[src/design/line_rasterizer_defines.svh]
// line_rasterizer_defines.svh: assertion macros used by the rasterizer top level
// no dependencies; include by bare file name
`ifndef LINE_RASTERIZER_DEFINES_SVH
`define LINE_RASTERIZER_DEFINES_SVH

// antecedent implies consequent in the same cycle
`define LR_ASSERT_NOW(label, clk, rst_n, ante, cons, msg) \
    label: assert property (@(posedge clk) disable iff (!rst_n) (ante) |-> (cons)) \
        else $error(msg);

// antecedent implies consequent in the next cycle
`define LR_ASSERT_NEXT(label, clk, rst_n, ante, cons, msg) \
    label: assert property (@(posedge clk) disable iff (!rst_n) (ante) |=> (cons)) \
        else $error(msg);

`endif

[src/design/lr_pkg.sv]
// lr_pkg: types and fixed constants of the line rasterizer
// no dependencies; imported by every rasterizer module
package lr_pkg;

    localparam int COORD_BITS = 6;
    localparam int CNT_BITS   = COORD_BITS + 1;
    localparam int ERR_BITS   = COORD_BITS + 4;
    localparam int MODE_BITS  = 2;
    localparam int Q_DEPTH    = 2;

    typedef logic [COORD_BITS-1:0] t_coord;
    typedef logic [CNT_BITS-1:0]   t_count;
    typedef logic [MODE_BITS-1:0]  t_mode;

    // algorithm codes of the mode register; the unused code runs classic
    typedef enum logic [MODE_BITS-1:0] {
        ALGO_DDA     = 2'd0,
        ALGO_MID     = 2'd1,
        ALGO_CLASSIC = 2'd2
    } t_algo;

    typedef struct packed {
        t_coord start_x;
        t_coord start_y;
        t_coord end_x;
        t_coord end_y;
    } t_seg_in;

    typedef struct packed {
        t_coord pixel_x;
        t_coord pixel_y;
        logic   last_pixel;
    } t_pix_out;

    // classified line handed from front to back
    typedef struct packed {
        t_algo  algo;
        logic   empty_line;
        t_coord start_x;
        t_coord start_y;
        t_coord dx_mag;
        t_coord dy_mag;
        logic   x_neg;
        logic   y_neg;
        logic   steep;
        t_count count;
    } t_cmd;

    typedef struct packed {
        logic full;
        logic empty;
    } t_fifo_st;

    typedef struct packed {
        logic idle;
        logic pop;
    } t_back_st;

endpackage

[src/design/lr_front.sv]
// lr_front: classifies a segment request into a walk command
// depends on lr_pkg
module lr_front (
    input  lr_pkg::t_seg_in i_seg,
    input  lr_pkg::t_mode   i_mode,
    output lr_pkg::t_cmd    o_cmd
);
    import lr_pkg::*;

    t_coord w_adx;
    t_coord w_ady;
    logic   w_xneg;
    logic   w_yneg;
    t_coord w_eps;
    logic   w_swap;
    t_coord w_lx;
    t_coord w_ly;
    t_coord w_rx;
    t_coord w_ry;
    t_coord w_bdx;
    t_coord w_bady;
    logic   w_bneg;
    logic   w_bsteep;

    // dda deltas from start toward end
    assign w_xneg = i_seg.end_x < i_seg.start_x;
    assign w_yneg = i_seg.end_y < i_seg.start_y;
    assign w_adx  = w_xneg ? (i_seg.start_x - i_seg.end_x) : (i_seg.end_x - i_seg.start_x);
    assign w_ady  = w_yneg ? (i_seg.start_y - i_seg.end_y) : (i_seg.end_y - i_seg.start_y);
    assign w_eps  = (w_adx > w_ady) ? w_adx : w_ady;

    // bresenham walks from the left endpoint
    assign w_swap   = i_seg.start_x > i_seg.end_x;
    assign w_lx     = w_swap ? i_seg.end_x   : i_seg.start_x;
    assign w_ly     = w_swap ? i_seg.end_y   : i_seg.start_y;
    assign w_rx     = w_swap ? i_seg.start_x : i_seg.end_x;
    assign w_ry     = w_swap ? i_seg.start_y : i_seg.end_y;
    assign w_bdx    = w_rx - w_lx;
    assign w_bneg   = w_ry < w_ly;
    assign w_bady   = w_bneg ? (w_ly - w_ry) : (w_ry - w_ly);
    assign w_bsteep = !(w_bdx > w_bady);

    // command build per algorithm
    always_comb begin
        o_cmd.algo       = ALGO_CLASSIC;
        o_cmd.empty_line = 1'b0;
        o_cmd.start_x    = w_lx;
        o_cmd.start_y    = w_ly;
        o_cmd.dx_mag     = w_bdx;
        o_cmd.dy_mag     = w_bady;
        o_cmd.x_neg      = 1'b0;
        o_cmd.y_neg      = w_bneg;
        o_cmd.steep      = w_bsteep;
        o_cmd.count      = CNT_BITS'(w_bsteep ? w_bady : w_bdx) + CNT_BITS'(1);
        case (i_mode)
            ALGO_DDA: begin
                o_cmd.algo       = ALGO_DDA;
                o_cmd.empty_line = (w_eps == '0);
                o_cmd.start_x    = i_seg.start_x;
                o_cmd.start_y    = i_seg.start_y;
                o_cmd.dx_mag     = w_adx;
                o_cmd.dy_mag     = w_ady;
                o_cmd.x_neg      = w_xneg;
                o_cmd.y_neg      = w_yneg;
                o_cmd.steep      = 1'b0;
                o_cmd.count      = CNT_BITS'(w_eps);
            end
            ALGO_MID: begin
                o_cmd.algo = ALGO_MID;
            end
            default: begin
                o_cmd.algo = ALGO_CLASSIC;
            end
        endcase
    end

endmodule

[src/design/lr_cmd_fifo.sv]
// lr_cmd_fifo: short command queue between front and back
// depends on lr_pkg
module lr_cmd_fifo (
    input  logic             i_clk,
    input  logic             i_rst_n,
    input  logic             i_push,
    input  lr_pkg::t_cmd     i_cmd,
    input  logic             i_pop,
    output lr_pkg::t_cmd     o_cmd,
    output lr_pkg::t_fifo_st o_st
);
    import lr_pkg::*;

    localparam int PTR_BITS = (Q_DEPTH > 1) ? $clog2(Q_DEPTH) : 1;
    localparam int LVL_BITS = $clog2(Q_DEPTH + 1);

    t_cmd                r_slot [Q_DEPTH];
    logic [PTR_BITS-1:0] r_wr_ptr;
    logic [PTR_BITS-1:0] r_rd_ptr;
    logic [LVL_BITS-1:0] r_level;
    logic [PTR_BITS-1:0] n_wr_ptr;
    logic [PTR_BITS-1:0] n_rd_ptr;
    logic [LVL_BITS-1:0] n_level;

    assign o_cmd      = r_slot[r_rd_ptr];
    assign o_st.full  = (r_level == LVL_BITS'(Q_DEPTH));
    assign o_st.empty = (r_level == '0);

    // pointer wrap and fill level
    always_comb begin
        n_wr_ptr = r_wr_ptr;
        n_rd_ptr = r_rd_ptr;
        n_level  = r_level;
        if (i_push) begin
            n_wr_ptr = (r_wr_ptr == PTR_BITS'(Q_DEPTH - 1)) ? '0 : r_wr_ptr + PTR_BITS'(1);
        end
        if (i_pop) begin
            n_rd_ptr = (r_rd_ptr == PTR_BITS'(Q_DEPTH - 1)) ? '0 : r_rd_ptr + PTR_BITS'(1);
        end
        case ({i_push, i_pop})
            2'b10:   n_level = r_level + LVL_BITS'(1);
            2'b01:   n_level = r_level - LVL_BITS'(1);
            default: n_level = r_level;
        endcase
    end

    always_ff @(posedge i_clk) begin
        if (!i_rst_n) begin
            r_wr_ptr <= '0;
            r_rd_ptr <= '0;
            r_level  <= '0;
        end else begin
            r_wr_ptr <= n_wr_ptr;
            r_rd_ptr <= n_rd_ptr;
            r_level  <= n_level;
        end
    end

    // slot storage
    always_ff @(posedge i_clk) begin
        if (i_push) begin
            r_slot[r_wr_ptr] <= i_cmd;
        end
    end

endmodule

[src/design/lr_back.sv]
// lr_back: walks one command at a time, bit-serial divide for dda steps
// depends on lr_pkg
module lr_back #(
    parameter int FRAC_BITS = 16
) (
    input  logic             i_clk,
    input  logic             i_rst_n,
    input  lr_pkg::t_cmd     i_cmd,
    input  logic             i_q_empty,
    output lr_pkg::t_back_st o_st,
    output logic             o_out_valid,
    input  logic             i_out_ready,
    output lr_pkg::t_pix_out o_out_data
);
    import lr_pkg::*;

    localparam int NUM_BITS  = COORD_BITS + FRAC_BITS + 1;
    localparam int ACC_BITS  = COORD_BITS + FRAC_BITS + 2;
    localparam int Q_BITS    = FRAC_BITS + 1;
    localparam int DCNT_BITS = $clog2(NUM_BITS + 1);
    localparam logic [ACC_BITS-1:0] HALF = ACC_BITS'(1) << (FRAC_BITS - 1);

    typedef enum logic [2:0] {
        S_IDLE = 3'b001,
        S_DIV  = 3'b010,
        S_WALK = 3'b100
    } t_state;

    t_state                r_state,    n_state;
    t_algo                 r_algo,     n_algo;
    logic                  r_steep,    n_steep;
    logic                  r_x_neg,    n_x_neg;
    logic                  r_y_neg,    n_y_neg;
    t_coord                r_dx_mag,   n_dx_mag;
    t_coord                r_dy_mag,   n_dy_mag;
    t_count                r_count,    n_count;
    logic [COORD_BITS:0]   r_pos_x,    n_pos_x;
    logic [COORD_BITS:0]   r_pos_y,    n_pos_y;
    logic [ERR_BITS-1:0]   r_err,      n_err;
    logic [ACC_BITS-1:0]   r_acc_x,    n_acc_x;
    logic [ACC_BITS-1:0]   r_acc_y,    n_acc_y;
    logic [NUM_BITS-1:0]   r_num_x,    n_num_x;
    logic [NUM_BITS-1:0]   r_num_y,    n_num_y;
    t_coord                r_rem_x,    n_rem_x;
    t_coord                r_rem_y,    n_rem_y;
    t_coord                r_den,      n_den;
    logic [DCNT_BITS-1:0]  r_div_cnt,  n_div_cnt;
    logic                  r_out_valid, n_out_valid;
    t_pix_out              r_out,      n_out;

    logic                  w_adv;
    logic                  w_pop;
    logic                  w_last;
    // divider step
    logic [COORD_BITS:0]   w_try_x;
    logic [COORD_BITS:0]   w_try_y;
    logic [COORD_BITS:0]   w_dif_x;
    logic [COORD_BITS:0]   w_dif_y;
    logic                  w_ge_x;
    logic                  w_ge_y;
    // dda pixel and increments
    logic [ACC_BITS-1:0]   w_fx;
    logic [ACC_BITS-1:0]   w_fy;
    t_coord                w_dda_x;
    t_coord                w_dda_y;
    logic [ACC_BITS-1:0]   w_qx;
    logic [ACC_BITS-1:0]   w_qy;
    logic [ACC_BITS-1:0]   w_inc_x;
    logic [ACC_BITS-1:0]   w_inc_y;
    // bresenham decision
    t_coord                w_maj;
    t_coord                w_min;
    logic [ERR_BITS-1:0]   w_two_a;
    logic [ERR_BITS-1:0]   w_two_b;
    logic [ERR_BITS-1:0]   w_cls_t;
    logic                  w_minor;
    logic [ERR_BITS-1:0]   w_err_next;
    logic [COORD_BITS:0]   w_y_dir;
    t_coord                w_cmaj;
    t_coord                w_cmin;
    logic [ERR_BITS-1:0]   w_init_mid;
    logic [ERR_BITS-1:0]   w_init_cls;

    assign w_adv  = !r_out_valid || i_out_ready;
    assign w_last = (r_count == CNT_BITS'(1));

    // restoring divide, one quotient bit per cycle on each axis
    assign w_try_x = {r_rem_x, r_num_x[NUM_BITS-1]};
    assign w_try_y = {r_rem_y, r_num_y[NUM_BITS-1]};
    assign w_dif_x = w_try_x - {1'b0, r_den};
    assign w_dif_y = w_try_y - {1'b0, r_den};
    assign w_ge_x  = w_try_x >= {1'b0, r_den};
    assign w_ge_y  = w_try_y >= {1'b0, r_den};

    // dda pixel, halves round up, negatives clamp to zero
    assign w_fx    = r_acc_x + HALF;
    assign w_fy    = r_acc_y + HALF;
    assign w_dda_x = w_fx[ACC_BITS-1] ? '0 : w_fx[FRAC_BITS +: COORD_BITS];
    assign w_dda_y = w_fy[ACC_BITS-1] ? '0 : w_fy[FRAC_BITS +: COORD_BITS];
    assign w_qx    = ACC_BITS'(r_num_x[Q_BITS-1:0]);
    assign w_qy    = ACC_BITS'(r_num_y[Q_BITS-1:0]);
    assign w_inc_x = r_x_neg ? ('0 - w_qx) : w_qx;
    assign w_inc_y = r_y_neg ? ('0 - w_qy) : w_qy;

    // bresenham error update over major and minor axes
    assign w_maj   = r_steep ? r_dy_mag : r_dx_mag;
    assign w_min   = r_steep ? r_dx_mag : r_dy_mag;
    assign w_two_a = ERR_BITS'({w_maj, 1'b0});
    assign w_two_b = ERR_BITS'({w_min, 1'b0});
    assign w_cls_t = r_err + w_two_b;
    always_comb begin
        if (r_algo == ALGO_MID) begin
            w_minor    = r_err[ERR_BITS-1];
            w_err_next = w_minor ? (r_err + w_two_a - w_two_b) : (r_err - w_two_b);
        end else begin
            w_minor    = !w_cls_t[ERR_BITS-1] && (w_cls_t != '0);
            w_err_next = w_minor ? (w_cls_t - w_two_a) : w_cls_t;
        end
    end
    assign w_y_dir = r_y_neg ? (r_pos_y - (COORD_BITS+1)'(1)) : (r_pos_y + (COORD_BITS+1)'(1));

    // starting decision value
    assign w_cmaj     = i_cmd.steep ? i_cmd.dy_mag : i_cmd.dx_mag;
    assign w_cmin     = i_cmd.steep ? i_cmd.dx_mag : i_cmd.dy_mag;
    assign w_init_mid = ERR_BITS'(w_cmaj) - ERR_BITS'({w_cmin, 1'b0});
    assign w_init_cls = '0 - ERR_BITS'(w_cmaj);

    // sequencer
    always_comb begin
        n_state     = r_state;
        n_algo      = r_algo;
        n_steep     = r_steep;
        n_x_neg     = r_x_neg;
        n_y_neg     = r_y_neg;
        n_dx_mag    = r_dx_mag;
        n_dy_mag    = r_dy_mag;
        n_count     = r_count;
        n_pos_x     = r_pos_x;
        n_pos_y     = r_pos_y;
        n_err       = r_err;
        n_acc_x     = r_acc_x;
        n_acc_y     = r_acc_y;
        n_num_x     = r_num_x;
        n_num_y     = r_num_y;
        n_rem_x     = r_rem_x;
        n_rem_y     = r_rem_y;
        n_den       = r_den;
        n_div_cnt   = r_div_cnt;
        n_out_valid = r_out_valid && !i_out_ready;
        n_out       = r_out;
        w_pop       = 1'b0;
        case (r_state)
            S_IDLE: begin
                if (!i_q_empty) begin
                    w_pop    = 1'b1;
                    n_algo   = i_cmd.algo;
                    n_steep  = i_cmd.steep;
                    n_x_neg  = i_cmd.x_neg;
                    n_y_neg  = i_cmd.y_neg;
                    n_dx_mag = i_cmd.dx_mag;
                    n_dy_mag = i_cmd.dy_mag;
                    n_count  = i_cmd.count;
                    n_pos_x  = {1'b0, i_cmd.start_x};
                    n_pos_y  = {1'b0, i_cmd.start_y};
                    n_err    = (i_cmd.algo == ALGO_MID) ? w_init_mid : w_init_cls;
                    n_acc_x  = {2'b00, i_cmd.start_x, {FRAC_BITS{1'b0}}};
                    n_acc_y  = {2'b00, i_cmd.start_y, {FRAC_BITS{1'b0}}};
                    n_num_x  = (NUM_BITS'(i_cmd.dx_mag) << FRAC_BITS)
                             + NUM_BITS'(i_cmd.count[CNT_BITS-1:1]);
                    n_num_y  = (NUM_BITS'(i_cmd.dy_mag) << FRAC_BITS)
                             + NUM_BITS'(i_cmd.count[CNT_BITS-1:1]);
                    n_rem_x  = '0;
                    n_rem_y  = '0;
                    n_den    = i_cmd.count[COORD_BITS-1:0];
                    n_div_cnt = DCNT_BITS'(NUM_BITS);
                    if (i_cmd.empty_line) begin
                        n_state = S_IDLE;
                    end else if (i_cmd.algo == ALGO_DDA) begin
                        n_state = S_DIV;
                    end else begin
                        n_state = S_WALK;
                    end
                end
            end
            S_DIV: begin
                n_rem_x   = w_ge_x ? w_dif_x[COORD_BITS-1:0] : w_try_x[COORD_BITS-1:0];
                n_rem_y   = w_ge_y ? w_dif_y[COORD_BITS-1:0] : w_try_y[COORD_BITS-1:0];
                n_num_x   = {r_num_x[NUM_BITS-2:0], w_ge_x};
                n_num_y   = {r_num_y[NUM_BITS-2:0], w_ge_y};
                n_div_cnt = r_div_cnt - DCNT_BITS'(1);
                if (r_div_cnt == DCNT_BITS'(1)) begin
                    n_state = S_WALK;
                end
            end
            S_WALK: begin
                if (w_adv) begin
                    n_out_valid      = 1'b1;
                    n_out.last_pixel = w_last;
                    n_count          = r_count - CNT_BITS'(1);
                    if (r_algo == ALGO_DDA) begin
                        n_out.pixel_x = w_dda_x;
                        n_out.pixel_y = w_dda_y;
                        n_acc_x       = r_acc_x + w_inc_x;
                        n_acc_y       = r_acc_y + w_inc_y;
                    end else begin
                        n_out.pixel_x = r_pos_x[COORD_BITS-1:0];
                        n_out.pixel_y = r_pos_y[COORD_BITS-1:0];
                        n_err         = w_err_next;
                        if (r_steep) begin
                            n_pos_y = w_y_dir;
                            n_pos_x = w_minor ? (r_pos_x + (COORD_BITS+1)'(1)) : r_pos_x;
                        end else begin
                            n_pos_x = r_pos_x + (COORD_BITS+1)'(1);
                            n_pos_y = w_minor ? w_y_dir : r_pos_y;
                        end
                    end
                    if (w_last) begin
                        n_state = S_IDLE;
                    end
                end
            end
            default: begin
                n_state = S_IDLE;
            end
        endcase
    end

    // control registers
    always_ff @(posedge i_clk) begin
        if (!i_rst_n) begin
            r_state     <= S_IDLE;
            r_out_valid <= 1'b0;
        end else begin
            r_state     <= n_state;
            r_out_valid <= n_out_valid;
        end
    end

    // datapath registers
    always_ff @(posedge i_clk) begin
        r_algo    <= n_algo;
        r_steep   <= n_steep;
        r_x_neg   <= n_x_neg;
        r_y_neg   <= n_y_neg;
        r_dx_mag  <= n_dx_mag;
        r_dy_mag  <= n_dy_mag;
        r_count   <= n_count;
        r_pos_x   <= n_pos_x;
        r_pos_y   <= n_pos_y;
        r_err     <= n_err;
        r_acc_x   <= n_acc_x;
        r_acc_y   <= n_acc_y;
        r_num_x   <= n_num_x;
        r_num_y   <= n_num_y;
        r_rem_x   <= n_rem_x;
        r_rem_y   <= n_rem_y;
        r_den     <= n_den;
        r_div_cnt <= n_div_cnt;
        r_out     <= n_out;
    end

    assign o_st.idle   = (r_state == S_IDLE);
    assign o_st.pop    = w_pop;
    assign o_out_valid = r_out_valid;
    assign o_out_data  = r_out;

endmodule

[src/design/line_rasterizer.sv]
// line_rasterizer: top level, mode register, front classifier, queue and walker
// depends on lr_pkg, lr_front, lr_cmd_fifo, lr_back and line_rasterizer_defines.svh
// flow: a request is queued, then the idle walker pops it and walks the line out pixel by pixel
// throughput: one pixel per cycle from the walker while i_out_ready does not stall the output;
// each line passes the idle state, dda lines also the bit-serial divide; a zero-length dda line emits no pixel
// reset: synchronous active low, empties queue and walker, mode returns to dda
`include "line_rasterizer_defines.svh"
module line_rasterizer #(
    parameter int FRAC_BITS = 16
) (
    input  logic             i_clk,
    input  logic             i_rst_n,
    input  logic             i_cfg_valid,
    output logic             o_cfg_ready,
    input  lr_pkg::t_mode    i_cfg_data,
    input  logic             i_in_valid,
    output logic             o_in_ready,
    input  lr_pkg::t_seg_in  i_in_data,
    output logic             o_out_valid,
    input  logic             i_out_ready,
    output lr_pkg::t_pix_out o_out_data
);
    import lr_pkg::*;

    t_mode    r_mode;
    t_cmd     w_front_cmd;
    t_cmd     w_q_head;
    t_fifo_st w_q_st;
    t_back_st w_back_st;
    logic     w_q_push;

    // mode register
    assign o_cfg_ready = 1'b1;
    always_ff @(posedge i_clk) begin
        if (!i_rst_n) begin
            r_mode <= ALGO_DDA;
        end else if (i_cfg_valid) begin
            r_mode <= i_cfg_data;
        end
    end

    // front: classify the request
    lr_front u_front (
        .i_seg  (i_in_data),
        .i_mode (r_mode),
        .o_cmd  (w_front_cmd)
    );

    assign o_in_ready = !w_q_st.full;
    assign w_q_push   = i_in_valid && o_in_ready;

    // command queue
    lr_cmd_fifo u_queue (
        .i_clk   (i_clk),
        .i_rst_n (i_rst_n),
        .i_push  (w_q_push),
        .i_cmd   (w_front_cmd),
        .i_pop   (w_back_st.pop),
        .o_cmd   (w_q_head),
        .o_st    (w_q_st)
    );

    // back: divide and walk
    lr_back #(
        .FRAC_BITS (FRAC_BITS)
    ) u_back (
        .i_clk       (i_clk),
        .i_rst_n     (i_rst_n),
        .i_cmd       (w_q_head),
        .i_q_empty   (w_q_st.empty),
        .o_st        (w_back_st),
        .o_out_valid (o_out_valid),
        .i_out_ready (i_out_ready),
        .o_out_data  (o_out_data)
    );

    // checks
    `LR_ASSERT_NOW(a_pop_needs_cmd, i_clk, i_rst_n, w_back_st.pop, !w_q_st.empty, "pop from empty queue")
    `LR_ASSERT_NOW(a_idle_takes_cmd, i_clk, i_rst_n, w_back_st.idle && !w_q_st.empty, w_back_st.pop, "idle walker left a command waiting")
    `LR_ASSERT_NEXT(a_pop_starts_walk, i_clk, i_rst_n, w_back_st.pop && !w_q_head.empty_line, !w_back_st.idle, "popped line did not start")

endmodule
[config.mk]
export PLATFORM = sky130hd
export DESIGN_NAME = line_rasterizer
export DESIGN_NICKNAME = d
export VERILOG_FILES = /design/src/design/lr_pkg.sv /design/src/design/lr_front.sv /design/src/design/lr_cmd_fifo.sv /design/src/design/lr_back.sv /design/src/design/line_rasterizer.sv
export VERILOG_INCLUDE_DIRS = /design/src /design/src/design
export SDC_FILE = /design/constraint.sdc
export NUM_CORES = 1
export LEC_CHECK = 0
export ABC_AREA = 1
export BUFFER_PORTS_ARGS = -buffer_cell sky130_fd_sc_hd__buf_2
export CAP_MARGIN = 20
export CORE_MARGIN = 5
export CORE_UTILIZATION = 60
export CTS_CLUSTER_SIZE = 40
export DETAILED_ROUTE_END_ITERATION = 10
export PLACE_DENSITY = 0.74
export SYNTH_ARGS = -nofsm -noshare
export SYNTH_HDL_FRONTEND = slang
export SYNTH_SLANG_ARGS = --single-unit
[constraint.sdc]
create_clock -name i_clk -period 6.3 [get_ports i_clk]
set_input_delay 0.945 -clock i_clk [delete_from_list [all_inputs] [get_ports i_clk]]
set_output_delay 0.945 -clock i_clk [all_outputs]
set_load 0.05 [all_outputs]
# Word level (Yosys, flattened, before mapping)
# Memory sizes are Yosys's and may differ from the RTL's. A register that Yosys moved wholly into a read port is not among the register bits.
# Cells that the tools add are included.
totals:
  ff_bits: 188
  ram_bits: 74
  input_bits: 31
  out_inout_bits: 16
  n_memories: 1
op_classes:
  n_addsub: 34
  order_cmp: 8
  eq_ne: 19
  mux: 82
  bitwise: 1
  reduce_logical: 27
mem_list:
  columns: ["name", "words", "word_bits", "read_ports", "rd_ports_with_merged_regs", "write_ports", "line", "source"]
  rows:
  - ["u_queue.r_slot", 2, 37, 1, 1, 1, "lr_cmd_fifo.sv:17", "t_cmd r_slot [Q_DEPTH];"]
op_table:
  columns: ["op", "count"]
  rows:
  - ["24-bit two-way mux", 8]
  - ["6-bit two-way mux", 18]
  - ["24-bit case mux with 2 select lines", 2]
  - ["23-bit case mux with 2 select lines", 2]
  - ["7-bit two-way mux", 13]
  - ["10-bit two-way mux", 7]
  - ["6-bit subtractor", 9]
  - ["24-bit by 16-bit adder with 24-bit output, second input constant", 2]
  - ["24-bit adder", 2]
  - ["22-bit by 6-bit adder with 23-bit output", 2]
  - ["23-bit two-way mux", 2]
  - ["7-bit case mux with 2 select lines", 3]
  - ["1-bit by 17-bit subtractor with 18-bit output, first input constant", 2]
  - ["35-bit two-way mux", 1]
  - ["10-bit by 7-bit subtractor with 10-bit output", 3]
  - ["6-bit case mux with 2 select lines", 2]
  - ["7-bit by 1-bit adder with 7-bit output, second input constant", 3]
  - ["10-bit by 7-bit adder with 10-bit output", 2]
  - ["10-bit case mux with 2 select lines", 1]
  - ["6-bit greater-than comparator", 3]
  - ["6-bit less-than comparator", 3]
  - ["3-bit two-way mux", 6]
  - ["7-bit by 6-bit >= comparator with 1-bit output", 2]
  - ["7-bit by 1-bit subtractor with 7-bit output, second input constant", 2]
  - ["35 further kinds", 71]

# Longest topological paths before layout
# Gate-level depths: netlist of the first run.
depth:
  depth_word: 10
  ltp_mapped: 36
  ltp_nobuf: 33

# By module
# A second synthesis of the first run with hierarchy kept.
hier_totals:
  hier_cells: 2335
  area_unflattened_um2: 19418.6
by_module_without_submodules:
  columns: ["mod", "n_inst", "cells_per_inst", "area_each_um2"]
  rows:
  - ["lr_back", 1, 1646, 13379.1]
  - ["lr_cmd_fifo", 1, 150, 3049.2]
  - ["lr_front", 1, 522, 2890.3]
  - ["line_rasterizer", 1, 17, 100.1]

# Worst setup path after synthesis of the first run
# Ideal clock, no wire load.
synth_path:
  path_kind: "input port to flip-flop"
  start: "input i_out_ready"
  end: "register u_back.r_acc_x[0], enable pin"
  arrival_ns: 4.533
  required_time_ns: 5.780
  setup_slack_ns: 1.247
  cell_stages: 4
  n_path_buf: 0
  cell_sequence: "inv_1 -> nand2_1 -> nand2_1 -> o21ai_0"
synth_between:
  elab_chain_cells: 3
synth_rtl:
  columns: ["element", "line", "source"]
  rows:
  - ["start: declaration", "line_rasterizer.sv:20", "input logic i_out_ready,"]
  - ["1-bit logical OR", "lr_back.sv:84", "assign w_adv = !r_out_valid || i_out_ready;"]
  - ["2-bit by 1-bit != test with 1-bit output (no line)", null, null]
  - ["4-bit AND reduction (no line)", null, null]
  - ["end signal: assignment", "lr_back.sv:251", "r_acc_x <= n_acc_x;"]
  - ["end: declaration", "lr_back.sv:40", "logic [ACC_BITS-1:0] r_acc_x, n_acc_x;"]
# No other way between the ends.
# A chain may end at the register's enable or synchronous reset.

==> results.toml, run 1 <==
[status]
status = "finished clean"

[sta]
rsz0062_at_grt = "no"
finalHoldViolations = 0
tightest_slew_ps = 1050
setup_viol = 0
clock.fmax_ghz = 0.190
slew_viol_final = 0
fin_crit_ps = 5250
tns_ps = 0
fin_crit_sh_pct = 83.4
slew-limit-headroom_pct = 30.0
fin_skew_ps = 37.1

[flow_run]
max_cap_violations = 0

[synth]
synth_edf_count = 250
yosysTopAreaCellShare_pct = 40.3
syn_nets = 2433
synth_cell_types = 59
ys_seq_elements = 261
netlist_area_sq_um = 18600
yosys-top-cells-count = "nand2_1 (466), inv_1 (311), edfxtp_1 (250)"
ys_top_cells_by_area = "edfxtp_1 (40%), ha_1 (9.7%), nand2_1 (9.4%)"
ys_warn_count = 0
synth.most_common_cell = "nand2_1"
syn_area_per_cell_sq_um = 8.33
seq_area_frac_synth_pct = 41.5
synth_top_area_cell = "edfxtp_1"
async_flop_share_pct = 0
synth_ff_type = "edfxtp_1"
synthesis.instances = 2238

[cells_and_area]
final_layout_size_suffix_gt1_share_pct = 8.89
insertedDiodeCount = 0
final_nets = 2470
area_growth_syn_to_layout_pct = 8.17

[critical_path]
critPathKind = "primary input to register"
worst_path_most_repeated_cell = "nand2_1"
r2r-end = "u_back.r_pos_y[1]"
cp.required_ps = 6540
crit_slowest_cell = "ha_1"
cp_data_arrival_time_ps = 5490
rr_startpoint = "u_back.r_steep"
reg2reg_slack_ps = 1510
crit_fanout = 33
slowest_delay_ps = 480
crit_path_end_kind = "register"
rr_worst_depth = 16
start_kind = "primary input"

[grt]
grt_overflow = 0
first_global_vias = 14600
grt_antenna_before_repair = 0
grt_pass1_wl_mm = 72.5
grt_max_degree = 66
gr-usage-all-layers_pct = 25.5

[routing]
vias_per_cell = 5.64
drtIter0Drc = 1178
drc = 0
vias = 15200
dr.pass1.iters = 5
detail_route.wl_per_cell_um = 16.5
routed_wirelength_mm = 44.4
postRouteAntennaNets = 0

[floorplanning]
ios = 47
core-area_sq_um = 30600
initial_utilization_pct = 60.9
fp.dieArea_sq_um = 34700
rows = 64
die_w_um = 186
fp.dieH_um = 186

[clocking]
tritoncts = "yes"
clock_latency_ps = 580
clkSinkCount = 261
cts_setup_buffers = 0
cts-root-buf = "clkbuf_16"
max-clock-path-buffers = 3
clk_pin_slew_worst_paths_ps = 60
cts_hold_buffers = 0
cts_resized = 0
cts_buffers = 29
h-tree-depth = 1

[place]
hpwlAfterDp_mm = 33.1
gp_congestion = 0.916
io_buffer_count = 45

[hold_path]
hold_end = "u_queue.r_rd_ptr"
holdCritStartpoint = "u_queue.r_rd_ptr"
whs_path_depth = 1
holdCritPathClass = "register to register"
-- metal layers --
| layer | part of all wire, % | global-route usage, % | up-vias |
|---|---|---|---|
| met1 | 45 | 35.5 | 7116 |
| met4 | 2.2 | 6.47 | 0 |
| met3 | 5.4 | 3.05 | 69 |
| met2 | 48 | 43.0 | 403 |
| met5 | 0 | 0 | - |
| li1 | - | - | 7606 |
-- critical path: cells and delay by family --
kind	cells	cell delay [ps]
adder cells (fa/ha/maj)	3	940
AO/OA/AOI/OAI	5	820
AND/OR/NAND/NOR	18	2570
buffers and inverters	3	200
-- cell type report --
| cell class | instances | area [sq um] |
|---|---|---|
| well taps | 396 | 495 |
| clock buffers | 40 | 817 |
| flip-flops and latches | 261 | 7730 |
| clock inverters | 12 | 106 |
| inverters | 320 | 1210 |
| repair buffers | 63 | 395 |
| fillers | 2534 | 10400 |
| multi-input cells | 1600 | 9410 |
-- state kept, by name (all words and copies together) (netlist names), 7 cells and up, named ones only --
name / flops
u_back.r_count: 7
u_back.r_err: 10
u_back.o_out_data: 13
u_back.r_acc_x: 24
u_back.r_num_x: 23
u_back.r_acc_y: 24
u_back.r_num_y: 23
u_queue.r_slot: 74
-- cells by family (layout without fill, tap and decap cells) --
logic type | Yosys count | in the layout | share of synthesized area [%]
other cells | 1 | 1 | 0.0201
simple gates | 848 | 848 | 19.6
flops | 261 | 261 | 41.5
xor+xnor | 86 | 86 | 4.08
mux | 6 | 6 | 0.322
fa+ha+maj | 164 | 164 | 11.8
buf+inv | 377 | 435 | 8.27
compound gates | 495 | 495 | 14.4
-- worst max-delay path by stage --
stage | start | cells after the start | slack, ps | endpoint
floorplan | i_out_ready | 4 | 1250 | u_back.r_acc_x[0]
global placement | i_in_data[8] | 28 | 690 | u_queue.r_slot[0][1]
detailed placement | i_in_data[8] | 28 | 540 | u_queue.r_slot[0][1]
CTS | i_in_data[8] | 30 | 1130 | u_queue.r_slot[1][4]
global route | i_in_data[8] | 29 | 640 | u_queue.r_slot[1][3]
finish | i_in_data[8] | 29 | 1050 | u_queue.r_slot[0][3]
-- metrics by stage --
stage / setup WS (ps) / instances / hold slack, ps / area, sq um / util, %
3_3_place_gp: 691 / 2636 / 437 / 19200 / 62.7
5_1_grt: 644 / 2692 / 473 / 20200 / 65.9
4_1_cts: 1130 / 2688 / 449 / 20100 / 65.7
3_5_place_dp: 539 / 2636 / 440 / 19200 / 62.7
6_report: 1050 / 2692 / 450 / 20200 / 65.9
2_1_floorplan: 1250 / 2238 / 425 / 18600 / -
-- cell usage in the layout (no fill, tap or decap), types with 22 or more instances in the layout --
cell and n:
o21ai_0 226, nor2_1 154, nor3_1 22, edfxtp_1 250, nand3_1 96, ha_1 145
clkbuf_16 29, inv_1 311, or2_2 32, nand2_2 30, buf_2 47, a21oi_1 180
xor2_1 64, nand2_1 465
Power of run 1 is left out: the tool's default activity adds up to more than one toggle a clock period on the data nets, which glitch-free logic cannot reach.
==> run 2: changes to the inputs <==
--- a/config.mk
+++ b/config.mk
@@ -10,10 +10,10 @@
 export BUFFER_PORTS_ARGS = -buffer_cell sky130_fd_sc_hd__buf_2
 export CAP_MARGIN = 20
 export CORE_MARGIN = 5
-export CORE_UTILIZATION = 60
+export CORE_UTILIZATION = 58
 export CTS_CLUSTER_SIZE = 40
 export DETAILED_ROUTE_END_ITERATION = 10
-export PLACE_DENSITY = 0.74
+export PLACE_DENSITY = 0.75
 export SYNTH_ARGS = -nofsm -noshare
 export SYNTH_HDL_FRONTEND = slang
 export SYNTH_SLANG_ARGS = --single-unit
==> constraint.sdc (replaced) <==
create_clock -name i_clk -period 4.5 [get_ports i_clk]
set_input_delay 0.675 -clock i_clk [delete_from_list [all_inputs] [get_ports i_clk]]
set_output_delay 0.675 -clock i_clk [all_outputs]
set_load 0.05 [all_outputs]
==> run 2 against run 1 <==
Routed wire length rose by 2.2%. Clock skew fell by 16 ps. Core utilization barely moved. Count of clock-buffer cells in the layout fell by 8. Die area rose by 3.3%. Hold slack got worse by 110 ps. Flip-flop and latch count did not move. Non-clock buffer count rose by 74. Register-to-register slack got worse by 970 ps. First-iteration DRC count fell by 10%. Global-route usage fell by 0.79 points. Design area rose by 3.4%.
==> results.toml, run 2 (synthesis gave the netlist of run 1 again) <==
[floorplanning]
die_w_um = 189
ios = 47
initial_utilization_pct = 58.9
fp.dieArea_sq_um = 35800
fp.dieH_um = 189
rows = 65
core-area_sq_um = 31600

[grt]
gr-usage-all-layers_pct = 24.7
grt_pass1_wl_mm = 73.1
grt_max_degree = 56
grt_antenna_before_repair = 0
first_global_vias = 14900
grt_overflow = 0

[critical_path]
crit_family = "simple AND/OR/NAND/NOR gates"
crit_path_end_kind = "register"
critical_path_buf_inv_count = 4
start_kind = "primary input"
cp_data_arrival_time_ps = 4430
slowest_delay_ps = 360
crit_start = "i_in_data[18]"
cp.required_ps = 4750
crit_slowest_cell = "fa_2"
worst_path_most_repeated_cell = "nand2_1"
rr_startpoint = "u_back.r_steep"
crit_fanout = 11
critPathKind = "primary input to register"

[sta]
fin_crit_ps = 4180
tightest_slew_ps = 995
slew_viol_final = 0
rsz0062_at_grt = "no"
finalHoldViolations = 0
fin_crit_sh_pct = 92.9
setup_viol = 0
slew-limit-headroom_pct = 33.0
fin_skew_ps = 21.1
clock.fmax_ghz = 0.239

[cells_and_area]
largest_register_ffs = 74
insertedDiodeCount = 0
area_growth_syn_to_layout_pct = 11.9
final_common_cell = "nand2_1"
n_fill_cell = 2589
stdcell_area_sq_um = 20800
final_nets = 2545
top_regs = "u_queue.r_slot: 74 flops, u_back.r_acc_x: 24 flops, u_back.r_acc_y: 24 flops"
final_layout_size_suffix_gt1_share_pct = 12.0
final_core_util_pct = 65.9
max_flop_register = "u_queue.r_slot"
final_cell_mix = "nand2_1 (463), inv_1 (310), edfxtp_1 (250), o21ai_0 (225), a21oi_1 (180)"

[status]
status = "finished clean"

[routing]
vias_per_cell = 5.57
detail_route.wl_per_cell_um = 16.4
routed_wirelength_mm = 45.4
drtIter0Drc = 1057
dr.pass1.iters = 6
postRouteAntennaNets = 0
vias = 15400
drc = 0

[clocking]
cts_resized = 0
cts-root-buf = "clkbuf_16"
clock_latency_ps = 570
max-clock-path-buffers = 3
cts_setup_buffers = 0
tritoncts = "yes"
cts_hold_buffers = 0
h-tree-depth = 1
clkSinkCount = 261
cts_buffers = 30
clk_pin_slew_worst_paths_ps = 60

[place]
io_buffer_count = 45
hpwlAfterDp_mm = 34.5
placed_cell_area_sq_um = 19800
gp_congestion = 0.930

[hold_path]
holdCritStartpoint = "i_cfg_data[1]"
holdCritPathClass = "primary input to register"

[flow_run]
max_cap_violations = 0
==> run 2: cell types whose count changed in the layout (fill, tap and decap cells not counted), sizes merged <==
cell / change
clkbuf: -7
buf: +73
bufinv: +4
clkinv: +6
inv: -1
==> run 2: through the flow <==
stage / setup TNS (ps) / hold WS (ps) / worst slack (ps) / instances
global route: 0 / 339 / 37.8 / 2773
detailed placement: -2370 / 448 / -234 / 2717
finish: 0 / 339 / 320 / 2773
floorplan: 0 / 425 / 8.34 / 2238
CTS: 0 / 321 / 355 / 2770
global placement: -941 / 435 / -142 / 2717
==> run 2: worst paths after layout <==
kind | to | slack, ps | cells after the start
min | r_mode[1] | 340 | 3
max reg2reg | u_back.r_err[9] | 540 | 21
min reg2reg | register | 460 | 1
max | u_queue.r_slot[0][1] | 320 | 30
==> run 2: layout make-up <==
cell class / instances / area [sq um] / area share (%)
Tap cell: 402 / 503 / 2.41
Clock buffer: 32 / 758 / 3.64
Inverter: 320 / 1210 / 5.79
Clock inverter: 21 / 264 / 1.27
Multi-Input combinational cell: 1600 / 9430 / 45.3
Sequential cell: 261 / 7730 / 37.1
Timing Repair Buffer: 137 / 953 / 4.57
==> run 2: tightest hold or removal path, stage by stage <==
cell	delay, ps
buf_2	80
nor2_1	40
nor2_1	80
==> run 2: per-layer routing <==
layer	GRT usage [%]	routed length [um]
met5	0	0
met4	5.82	1040
met3	2.77	2380
met2	43.8	21900
met1	32.9	20000
Power of run 2 is left out for the same reason.
